$ cat src/block_bitmap_allocator_unit_assert.svh
// Assertion macros for the block bitmap allocator.
// Included by the RTL files that carry concurrent checks; no dependencies.
`ifndef BLOCK_BITMAP_ALLOCATOR_UNIT_ASSERT_SVH
`define BLOCK_BITMAP_ALLOCATOR_UNIT_ASSERT_SVH

// same-cycle implication
`define BBA_ASSERT_IMPL(label, clk, rst_n, ante, cons) \
	label: assert property (@(posedge clk) disable iff (!rst_n) (ante) |-> (cons)) \
		else $error("bba assertion failed");

// next-cycle implication
`define BBA_ASSERT_NEXT(label, clk, rst_n, ante, cons) \
	label: assert property (@(posedge clk) disable iff (!rst_n) (ante) |=> (cons)) \
		else $error("bba assertion failed");

`endif

$ cat src/bba_pkg.sv
// Shared constants, types and helpers for the block bitmap allocator.
// No dependencies; used by bba_seq and block_bitmap_allocator_unit.
package bba_pkg;

	localparam int NUM_BLOCKS  = 256;
	localparam int BLOCK_BYTES = 512;
	localparam int MAX_RUN     = 16;
	localparam int RESULT_CAP  = 16;
	localparam int RUN_LIMIT   = (MAX_RUN < RESULT_CAP) ? MAX_RUN : RESULT_CAP;

	localparam int BYTE_W    = 14;
	localparam int BLK_W     = 8;
	localparam int CNT_W     = 9;
	localparam int STAT_W    = 2;
	localparam int ROW_W     = 16;
	localparam int ROW_BITS  = $clog2(ROW_W);
	localparam int ROWS      = NUM_BLOCKS / ROW_W;
	localparam int ROW_AW    = $clog2(ROWS);
	localparam int BLK_SHIFT = $clog2(BLOCK_BYTES);
	localparam int SUM_W     = BYTE_W + 1;
	localparam int NEED_W    = SUM_W - BLK_SHIFT;
	localparam int REM_W     = $clog2(RUN_LIMIT + 1);

	localparam int IN_DW  = 24;
	localparam int OUT_DW = 24;

	typedef logic [ROW_W-1:0]    row_t;
	typedef logic [ROW_AW-1:0]   rowa_t;
	typedef logic [ROW_BITS-1:0] pos_t;
	typedef logic [CNT_W-1:0]    cnt_t;
	typedef logic [SUM_W-1:0]    sum_t;
	typedef logic [NEED_W-1:0]   need_t;
	typedef logic [REM_W-1:0]    rem_t;
	typedef logic [BLK_W-1:0]    blk_t;
	typedef logic [STAT_W-1:0]   stat_t;

	localparam stat_t STAT_OK           = 2'd0;
	localparam stat_t STAT_BAD_SIZE     = 2'd1;
	localparam stat_t STAT_NO_SPACE     = 2'd2;
	localparam stat_t STAT_ALREADY_FREE = 2'd3;

	typedef struct packed {
		stat_t status;
		blk_t  blk;
		logic  last;
		cnt_t  free_count;
	} res_t;

	// lowest clear bit of a row; caller guarantees one exists
	function automatic pos_t lowest_zero(input row_t bits);
		pos_t p;
		p = '0;
		for (int i = ROW_W - 1; i >= 0; i--) begin
			if (!bits[i]) begin
				p = pos_t'(i);
			end
		end
		return p;
	endfunction

endpackage

$ cat src/block_bitmap_allocator_unit.sv
// Block bitmap allocator top level: stream ports, output register, bitmap RAM.
// Depends on bba_pkg, bba_ram and bba_seq.
//
// Usage: the input stream carries one request per transaction. s_axis_tuser
// selects allocate (0) or free (1); s_axis_tdata holds the byte count and the
// block index. An allocate grants the lowest free blocks, all or none, and
// returns one transaction per granted block on the output stream, tlast on
// the final one. Every other request returns a single transaction with tlast.
// One request is in flight at a time; s_axis_tready is high only while idle.
// An error answers straight from the checks, without touching the bitmap; a
// free reads its row, then answers and writes it back. An allocate reads the
// bitmap one 16-block row per RAM access (with a write-back for each row it
// passes), then grants one block a cycle while the output register is free.
// The free-block count is checked before any row is read, so a request that
// cannot fit also answers without scanning the bitmap.
// Reset clears the bitmap through per-row valid bits and sets the count to
// 256; no clearing pass is needed. If the receiver stalls, the result waits
// in the output register and the sequencer holds until it is taken.
module block_bitmap_allocator_unit (
	input  logic                          clk,
	input  logic                          arst_n,
	input  logic                          s_axis_tvalid,
	output logic                          s_axis_tready,
	input  logic [bba_pkg::IN_DW-1:0]     s_axis_tdata,  // byte_count[13:0], block_index[21:14]
	input  logic                          s_axis_tuser,  // action
	output logic                          m_axis_tvalid,
	input  logic                          m_axis_tready,
	output logic [bba_pkg::OUT_DW-1:0]    m_axis_tdata,  // status[1:0], granted_block[9:2], free_count[18:10]
	output logic                          m_axis_tlast
);

	logic            slot_free;
	logic            res_valid;
	bba_pkg::res_t   res;
	bba_pkg::res_t   out_q;
	logic            out_valid_q;
	logic            ram_we;
	logic            ram_re;
	bba_pkg::rowa_t  ram_waddr;
	bba_pkg::rowa_t  ram_raddr;
	bba_pkg::row_t   ram_wdata;
	bba_pkg::row_t   ram_rdata;

	assign slot_free = !out_valid_q || m_axis_tready;

	bba_seq u_seq (
		.clk       (clk),
		.arst_n    (arst_n),
		.in_valid  (s_axis_tvalid),
		.in_ready  (s_axis_tready),
		.in_action (s_axis_tuser),
		.in_bytes  (s_axis_tdata[bba_pkg::BYTE_W-1:0]),
		.in_idx    (s_axis_tdata[bba_pkg::BYTE_W +: bba_pkg::BLK_W]),
		.slot_free (slot_free),
		.res_valid (res_valid),
		.res       (res),
		.ram_we    (ram_we),
		.ram_waddr (ram_waddr),
		.ram_wdata (ram_wdata),
		.ram_re    (ram_re),
		.ram_raddr (ram_raddr),
		.ram_rdata (ram_rdata)
	);

	bba_ram #(
		.WIDTH (bba_pkg::ROW_W),
		.DEPTH (bba_pkg::ROWS)
	) u_map (
		.clk   (clk),
		.we    (ram_we),
		.waddr (ram_waddr),
		.wdata (ram_wdata),
		.re    (ram_re),
		.raddr (ram_raddr),
		.rdata (ram_rdata)
	);

	always_ff @(posedge clk or negedge arst_n) begin
		if (!arst_n) begin
			out_valid_q <= 1'b0;
		end else if (slot_free) begin
			out_valid_q <= res_valid;
		end
	end

	always_ff @(posedge clk) begin
		if (slot_free && res_valid) begin
			out_q <= res;
		end
	end

	assign m_axis_tvalid = out_valid_q;
	assign m_axis_tlast  = out_q.last;
	assign m_axis_tdata  = bba_pkg::OUT_DW'({out_q.free_count, out_q.blk, out_q.status});

endmodule

$ cat src/bba_ram.sv
// Generic single-write, single-read synchronous RAM with registered read data.
// No dependencies; holds the used bitmap rows.
module bba_ram #(
	parameter int WIDTH = 16,
	parameter int DEPTH = 16
) (
	input  logic                     clk,
	input  logic                     we,
	input  logic [$clog2(DEPTH)-1:0] waddr,
	input  logic [WIDTH-1:0]         wdata,
	input  logic                     re,
	input  logic [$clog2(DEPTH)-1:0] raddr,
	output logic [WIDTH-1:0]         rdata
);

	logic [WIDTH-1:0] mem_q [DEPTH];

	always_ff @(posedge clk) begin
		if (we) begin
			mem_q[waddr] <= wdata;
		end
		if (re) begin
			rdata <= mem_q[raddr];
		end
	end

endmodule

$ cat src/bba_seq.sv
// Allocation sequencer: read-modify-write of bitmap rows, free count, result build.
// Depends on bba_pkg and block_bitmap_allocator_unit_assert.svh.
`include "block_bitmap_allocator_unit_assert.svh"

module bba_seq (
	input  logic                  clk,
	input  logic                  arst_n,
	input  logic                  in_valid,
	output logic                  in_ready,
	input  logic                  in_action,
	input  logic [bba_pkg::BYTE_W-1:0] in_bytes,
	input  bba_pkg::blk_t         in_idx,
	input  logic                  slot_free,
	output logic                  res_valid,
	output bba_pkg::res_t         res,
	output logic                  ram_we,
	output bba_pkg::rowa_t        ram_waddr,
	output bba_pkg::row_t         ram_wdata,
	output logic                  ram_re,
	output bba_pkg::rowa_t        ram_raddr,
	input  bba_pkg::row_t         ram_rdata
);

	localparam logic [2:0] ST_IDLE  = 3'd0;
	localparam logic [2:0] ST_RD    = 3'd1;
	localparam logic [2:0] ST_LOAD  = 3'd2;
	localparam logic [2:0] ST_FREE  = 3'd3;
	localparam logic [2:0] ST_GRANT = 3'd4;
	localparam logic [2:0] ST_ERR   = 3'd5;

	logic [2:0]              state_q, state_d;
	bba_pkg::cnt_t           cnt_q, cnt_d;
	logic [bba_pkg::ROWS-1:0] vld_q, vld_d;
	bba_pkg::rem_t           rem_q, rem_d;
	bba_pkg::rowa_t          row_q, row_d;
	bba_pkg::row_t           bits_q, bits_d;
	bba_pkg::stat_t          err_q, err_d;
	logic                    act_q, act_d;
	bba_pkg::pos_t           bit_q, bit_d;

	bba_pkg::need_t          need;
	bba_pkg::pos_t           pos;
	bba_pkg::row_t           bits_set;

	assign need = bba_pkg::need_t'((bba_pkg::sum_t'(in_bytes)
		+ bba_pkg::sum_t'(bba_pkg::BLOCK_BYTES - 1)) >> bba_pkg::BLK_SHIFT);
	assign pos      = bba_pkg::lowest_zero(bits_q);
	assign bits_set = bits_q | (bba_pkg::row_t'(1) << pos);

	assign in_ready  = (state_q == ST_IDLE);
	assign ram_raddr = row_q;
	assign ram_waddr = row_q;

	always_comb begin
		state_d   = state_q;
		cnt_d     = cnt_q;
		vld_d     = vld_q;
		rem_d     = rem_q;
		row_d     = row_q;
		bits_d    = bits_q;
		err_d     = err_q;
		act_d     = act_q;
		bit_d     = bit_q;
		ram_re    = 1'b0;
		ram_we    = 1'b0;
		ram_wdata = bits_q;
		res_valid = 1'b0;
		res       = '{status: bba_pkg::STAT_OK, blk: '0, last: 1'b1, free_count: cnt_q};
		unique case (state_q)
			ST_IDLE: begin
				if (in_valid) begin
					act_d = in_action;
					bit_d = in_idx[bba_pkg::ROW_BITS-1:0];
					rem_d = bba_pkg::rem_t'(need);
					if (in_action) begin
						row_d = in_idx[bba_pkg::BLK_W-1:bba_pkg::ROW_BITS];
						if (bba_pkg::cnt_t'(in_idx) >= bba_pkg::cnt_t'(bba_pkg::NUM_BLOCKS)) begin
							err_d   = bba_pkg::STAT_ALREADY_FREE;
							state_d = ST_ERR;
						end else begin
							state_d = ST_RD;
						end
					end else begin
						row_d = '0;
						if (need == '0 || need > bba_pkg::need_t'(bba_pkg::RUN_LIMIT)) begin
							err_d   = bba_pkg::STAT_BAD_SIZE;
							state_d = ST_ERR;
						end else if (bba_pkg::cnt_t'(need) > cnt_q) begin
							err_d   = bba_pkg::STAT_NO_SPACE;
							state_d = ST_ERR;
						end else begin
							state_d = ST_RD;
						end
					end
				end
			end
			ST_RD: begin
				ram_re  = 1'b1;
				state_d = ST_LOAD;
			end
			ST_LOAD: begin
				bits_d  = vld_q[row_q] ? ram_rdata : '0;
				state_d = act_q ? ST_FREE : ST_GRANT;
			end
			ST_FREE: begin
				if (slot_free) begin
					res_valid = 1'b1;
					if (bits_q[bit_q]) begin
						ram_we           = 1'b1;
						ram_wdata        = bits_q & ~(bba_pkg::row_t'(1) << bit_q);
						vld_d[row_q]     = 1'b1;
						cnt_d            = cnt_q + 1'b1;
						res.free_count   = cnt_q + 1'b1;
					end else begin
						res.status = bba_pkg::STAT_ALREADY_FREE;
					end
					state_d = ST_IDLE;
				end
			end
			ST_GRANT: begin
				if (&bits_q) begin
					// row exhausted: write back and move on
					ram_we       = 1'b1;
					vld_d[row_q] = 1'b1;
					row_d        = row_q + 1'b1;
					state_d      = ST_RD;
				end else if (slot_free) begin
					res_valid      = 1'b1;
					res.blk        = {row_q, pos};
					res.last       = (rem_q == bba_pkg::rem_t'(1));
					res.free_count = cnt_q - 1'b1;
					bits_d         = bits_set;
					cnt_d          = cnt_q - 1'b1;
					rem_d          = rem_q - 1'b1;
					if (rem_q == bba_pkg::rem_t'(1)) begin
						ram_we       = 1'b1;
						ram_wdata    = bits_set;
						vld_d[row_q] = 1'b1;
						state_d      = ST_IDLE;
					end
				end
			end
			ST_ERR: begin
				if (slot_free) begin
					res_valid  = 1'b1;
					res.status = err_q;
					state_d    = ST_IDLE;
				end
			end
			default: begin
				state_d = ST_IDLE;
			end
		endcase
	end

	always_ff @(posedge clk or negedge arst_n) begin
		if (!arst_n) begin
			state_q <= ST_IDLE;
			cnt_q   <= bba_pkg::cnt_t'(bba_pkg::NUM_BLOCKS);
			vld_q   <= '0;
		end else begin
			state_q <= state_d;
			cnt_q   <= cnt_d;
			vld_q   <= vld_d;
		end
	end

	always_ff @(posedge clk) begin
		rem_q  <= rem_d;
		row_q  <= row_d;
		bits_q <= bits_d;
		err_q  <= err_d;
		act_q  <= act_d;
		bit_q  <= bit_d;
	end

	`BBA_ASSERT_IMPL(a_cnt_range, clk, arst_n, 1'b1, cnt_q <= bba_pkg::cnt_t'(bba_pkg::NUM_BLOCKS))
	`BBA_ASSERT_IMPL(a_res_slot, clk, arst_n, res_valid, slot_free)
	`BBA_ASSERT_IMPL(a_grant_rem, clk, arst_n, state_q == ST_GRANT, rem_q != '0)
	`BBA_ASSERT_NEXT(a_last_idle, clk, arst_n, res_valid && res.last, state_q == ST_IDLE)

endmodule

$ cat config.mk
export PLATFORM = sky130hd
export DESIGN_NAME = block_bitmap_allocator_unit
export DESIGN_NICKNAME = d
export VERILOG_FILES = /design/src/bba_pkg.sv /design/src/block_bitmap_allocator_unit.sv /design/src/bba_ram.sv /design/src/bba_seq.sv
export VERILOG_INCLUDE_DIRS = /design/src /design/src/src
export SDC_FILE = /design/constraint.sdc
export NUM_CORES = 1
export LEC_CHECK = 0
export CELL_PAD_IN_SITES_DETAIL_PLACEMENT = 1
export CELL_PAD_IN_SITES_GLOBAL_PLACEMENT = 1
export CORE_AREA = 2 2 186 188
export DETAILED_ROUTE_END_ITERATION = 7
export DIE_AREA = 0 0 188 190
export DONT_BUFFER_PORTS = 1
export PLACE_DENSITY_LB_ADDON = 0.1
export SYNTH_ARGS = -nofsm -noshare
export SYNTH_HDL_FRONTEND = slang
export SYNTH_SLANG_ARGS = --single-unit
$ cat constraint.sdc
create_clock -name clk -period 3.45 [get_ports clk]
set_input_delay 1.035 -clock clk [delete_from_list [all_inputs] [get_ports clk]]
set_output_delay 1.035 -clock clk [all_outputs]
set_load 0.01 [all_outputs]
==> impl_metrics.csv <==
group,metric,value,unit
outcome,outcome,"finished clean",
critical_path,arrival,3.62,ns
critical_path,worst-setup-path-type,"reg -> reg",
global_route,grt-ovfl-total,0,
critical_path,endpoint_kind,"register",
synth,synth_commonest_cells,"edfxtp_1, mux4_2, nand2_1, nor2_1",
critical_path,r2r-start,"u_seq.rem_q[1]",
synth,ys_seq_area_share,69.82,%
drt,route.detailed.drc,0,
clocking,cts_buffers,39,
timing,report.final.hold_viol_count,0,
placed_design,pre_cts_slack,-0.2760,ns
critical_path,start_kind,"register",
drt,drt_wl_total,37950,µm
floorplan,core.rowCount,68,
drt,drt-vias-per-instance,5.823,
synth,netlist_instances,868,
power_and_ir_drop,finalPower,13060,µW
clocking,cts_max_path_buffers,3,
global_route,busiest_layer,"met2",
run,maxCapViolCount,0,
synth,syn_avg_cell_area,17.25,µm²
synth,synth_flop_cell,"edfxtp_1",
timing,max_clock_freq,0.3085,GHz
critical_path,rr_worst_depth,9,
placed_design,gp_congestion,0.8970,
critical_path,r2r_end,"u_map.mem_q[0][11]",
floorplan,die-height,190,µm
floorplan,coreArea,33950,µm²
drt,dr.pass1.iters,5,
power_and_ir_drop,vdd_drop_max,0.4636,mV
critical_path,r2r_setup_slack,0.21,ns
finish,n_antenna_cell,0,
finish,drive_gt1_share,23.81,%
timing,slew_headroom,31.71,%
synth,synth.most_common_cell,"edfxtp_1",
clocking,postCtsHoldBufs,0,
finish,area_delta_synth_final,13.80,%
floorplan,ios,56,
synth,netlist.area_leader.share,64.97,%
global_route,grt_max_degree,63,
synth,ys_ff_latch,353,
timing,rsz0062_at_grt,"false",
synth,synthArstFlopShare,8.215,%
clocking,cts_sinks,353,
global_route,grt_pass1_vias,8900,
clocking,cts_tree,"yes",
finish,num-nets-final,961,
timing,max_slew.worst_pin.slew,1.024,ns
synth,synth_area_leader_cell,"edfxtp_1",
placed_design,io_buffers,0,
timing,period_needed,3.242,ns
clocking,path_clk_slew,0.06,ns
drt,vias,8176,
timing,fin_crit_sh,93.97,%
clocking,htree_levels,2,
global_route,use_met3,3.468,%
floorplan,die-area,35720,µm²
critical_path,crit_fanout,16,
floorplan,start_util,44.11,%
hold_path,hp-class,"in -> async",
floorplan,die_w,188,µm
critical_path,required,3.83,ns
synth,synth_area_leaders,"edfxtp_1, mux4_2, dfrtp_1, nand2_1, ha_1",
global_route,grt_first_pass_wirelength,57430,µm
timing,setup_ws,0.2080,ns
power_and_ir_drop,power_leakage,0.005732,µW
synth,synth_warnings,0,
placed_design,dp_hpwl,24190,µm
global_route,antenna_found_initial,0,
timing,fin_worst_skew,0.01534,ns
timing,slew_viol_final,0,
finish,n_fill_cell,3150,
synth,synth_cell_types,67,
synth,synth_edf_count,324,
synth,syn_area,14980,µm²
drt,ant_nets,0,
global_route,use_met1,30.64,%
drt,wl_per_cell,27.03,µm
power_and_ir_drop,powerDensity,766.1,nW/µm²
drt,drt_iter0_drc,759,
clocking,root_buffer,"clkbuf_16",
clocking,clk_latency,0.55,ns
global_route,globalRouteTotalUtil,21.90,%
global_route,met2_usage,35.38,%
timing,setup_viol_count_final,0,
## worst max-delay path by stage
stage,start,to,slack (ns),depth (start not counted)
2_1_floorplan,s_axis_tdata[4],u_seq.err_q[0],0.16,11
3_3_place_gp,s_axis_tdata[4],u_seq.err_q[0],-0.04,11
4_1_cts,u_seq.rem_q[1],u_map.mem_q[0][14],0.03,8
5_1_grt,s_axis_tdata[4],u_seq.err_q[1],0.06,10
3_5_place_dp,s_axis_tdata[4],u_seq.err_q[1],-0.28,10
6_report,u_seq.rem_q[1],u_map.mem_q[0][11],0.21,9
## worst max-delay path: stages (launching register included)
cell and delay, ns:
edfxtp_1 0.38, inv_1 0.09, ha_1 0.16, or4b_2 0.62, nor2_1 0.31, nand3b_1 0.17, buf_4 0.18, or3_1 0.43
o22ai_1 0.45, buf_4 0.30
## placed cells by master, fill, tap and decap left out, drive strengths merged, types with 9 or more instances in the layout
master | Yosys | routed
a21oi | 30 | 30
edfxtp | 324 | 324
and3 | 18 | 18
ha | 14 | 14
nor2b | 9 | 9
clkbuf | 30 | 49
buf | 17 | 52
nand3 | 19 | 19
xnor2 | 20 | 20
dfrtp | 28 | 28
nand2 | 51 | 51
nor3 | 16 | 16
clkinv | 1 | 19
mux4 | 86 | 86
nor2 | 38 | 38
inv | 19 | 22
o21ai | 26 | 26
or2 | 18 | 18
## sequential cells by signal, summed over array words and instances, names as in the netlist
name	flops
u_seq.err_q	2
m_axis_tlast	1
u_seq.bit_q	4
u_seq.cnt_q	9
u_seq.vld_q	16
u_seq.state_q	3
u_map.rdata	16
u_seq.act_q	1
u_seq.rem_q	5
u_seq.bits_q	16
m_axis_tdata	19
u_seq.ram_raddr	4
u_map.mem_q	256
m_axis_tvalid	1
## power by group
group / internal [µW] / total [µW] / switching [µW]
clock network: 2310 / 4000 / 1690
logic: 1160 / 2950 / 1790
registers: 5620 / 6100 / 485
## metrics by stage
stage / instances / hold WS [ns] / util [%] / cell area [µm²] / TNS [ns]
global placement: 1332 / 0.4435 / 46.54 / 15800 / -0.07304
floorplan: 872 / 0.4278 / - / 14990 / 0
CTS: 1404 / 0.1462 / 50.14 / 17020 / 0
detailed placement: 1332 / 0.4515 / 46.54 / 15800 / -0.7080
global route: 1404 / 0.1540 / 50.20 / 17040 / 0
finish: 1404 / 0.1758 / 50.20 / 17040 / 0
## kinds of logic (layout without fill, tap and decap cells)
logic type	count (synthesis)	in the layout	synth area share, %
compound gates	106	106	4.846
flops	353	353	69.82
other cells	1	5	0.02504
xor+xnor	27	27	1.579
simple gates	209	209	7.336
fa+ha+maj	14	14	1.170
mux	91	91	13.28
buf+inv	67	144	1.947
## cell type report
class                      count  area (µm²)  share of cell area, %
clock buffer                  49        1045                  6.130
multi-input combinational    452        4277                  25.09
timing repair buffer          52       440.4                  2.584
clock inverter                23       180.2                  1.057
tap                          455       569.3                  3.340
sequential                   353       10460                  61.35
inverter                      20       75.07                 0.4405
## routing by layer
layer / share of wire [%] / wire length (µm) / vias to the layer above
li1: - / - / 3550
met1: 45 / 17060 / 4363
met2: 48 / 18180 / 196
met3: 4.4 / 1668 / 67
met4: 2.7 / 1036 / 0
met5: 0 / 0 / -
## timing repair
action	4_1_cts	5_1_grt
buffers inserted	0	0
hold endpoints to repair	0	0
setup endpoints to repair	0	64
gates resized for setup	0	4
(Power assumes the default switching activity.)
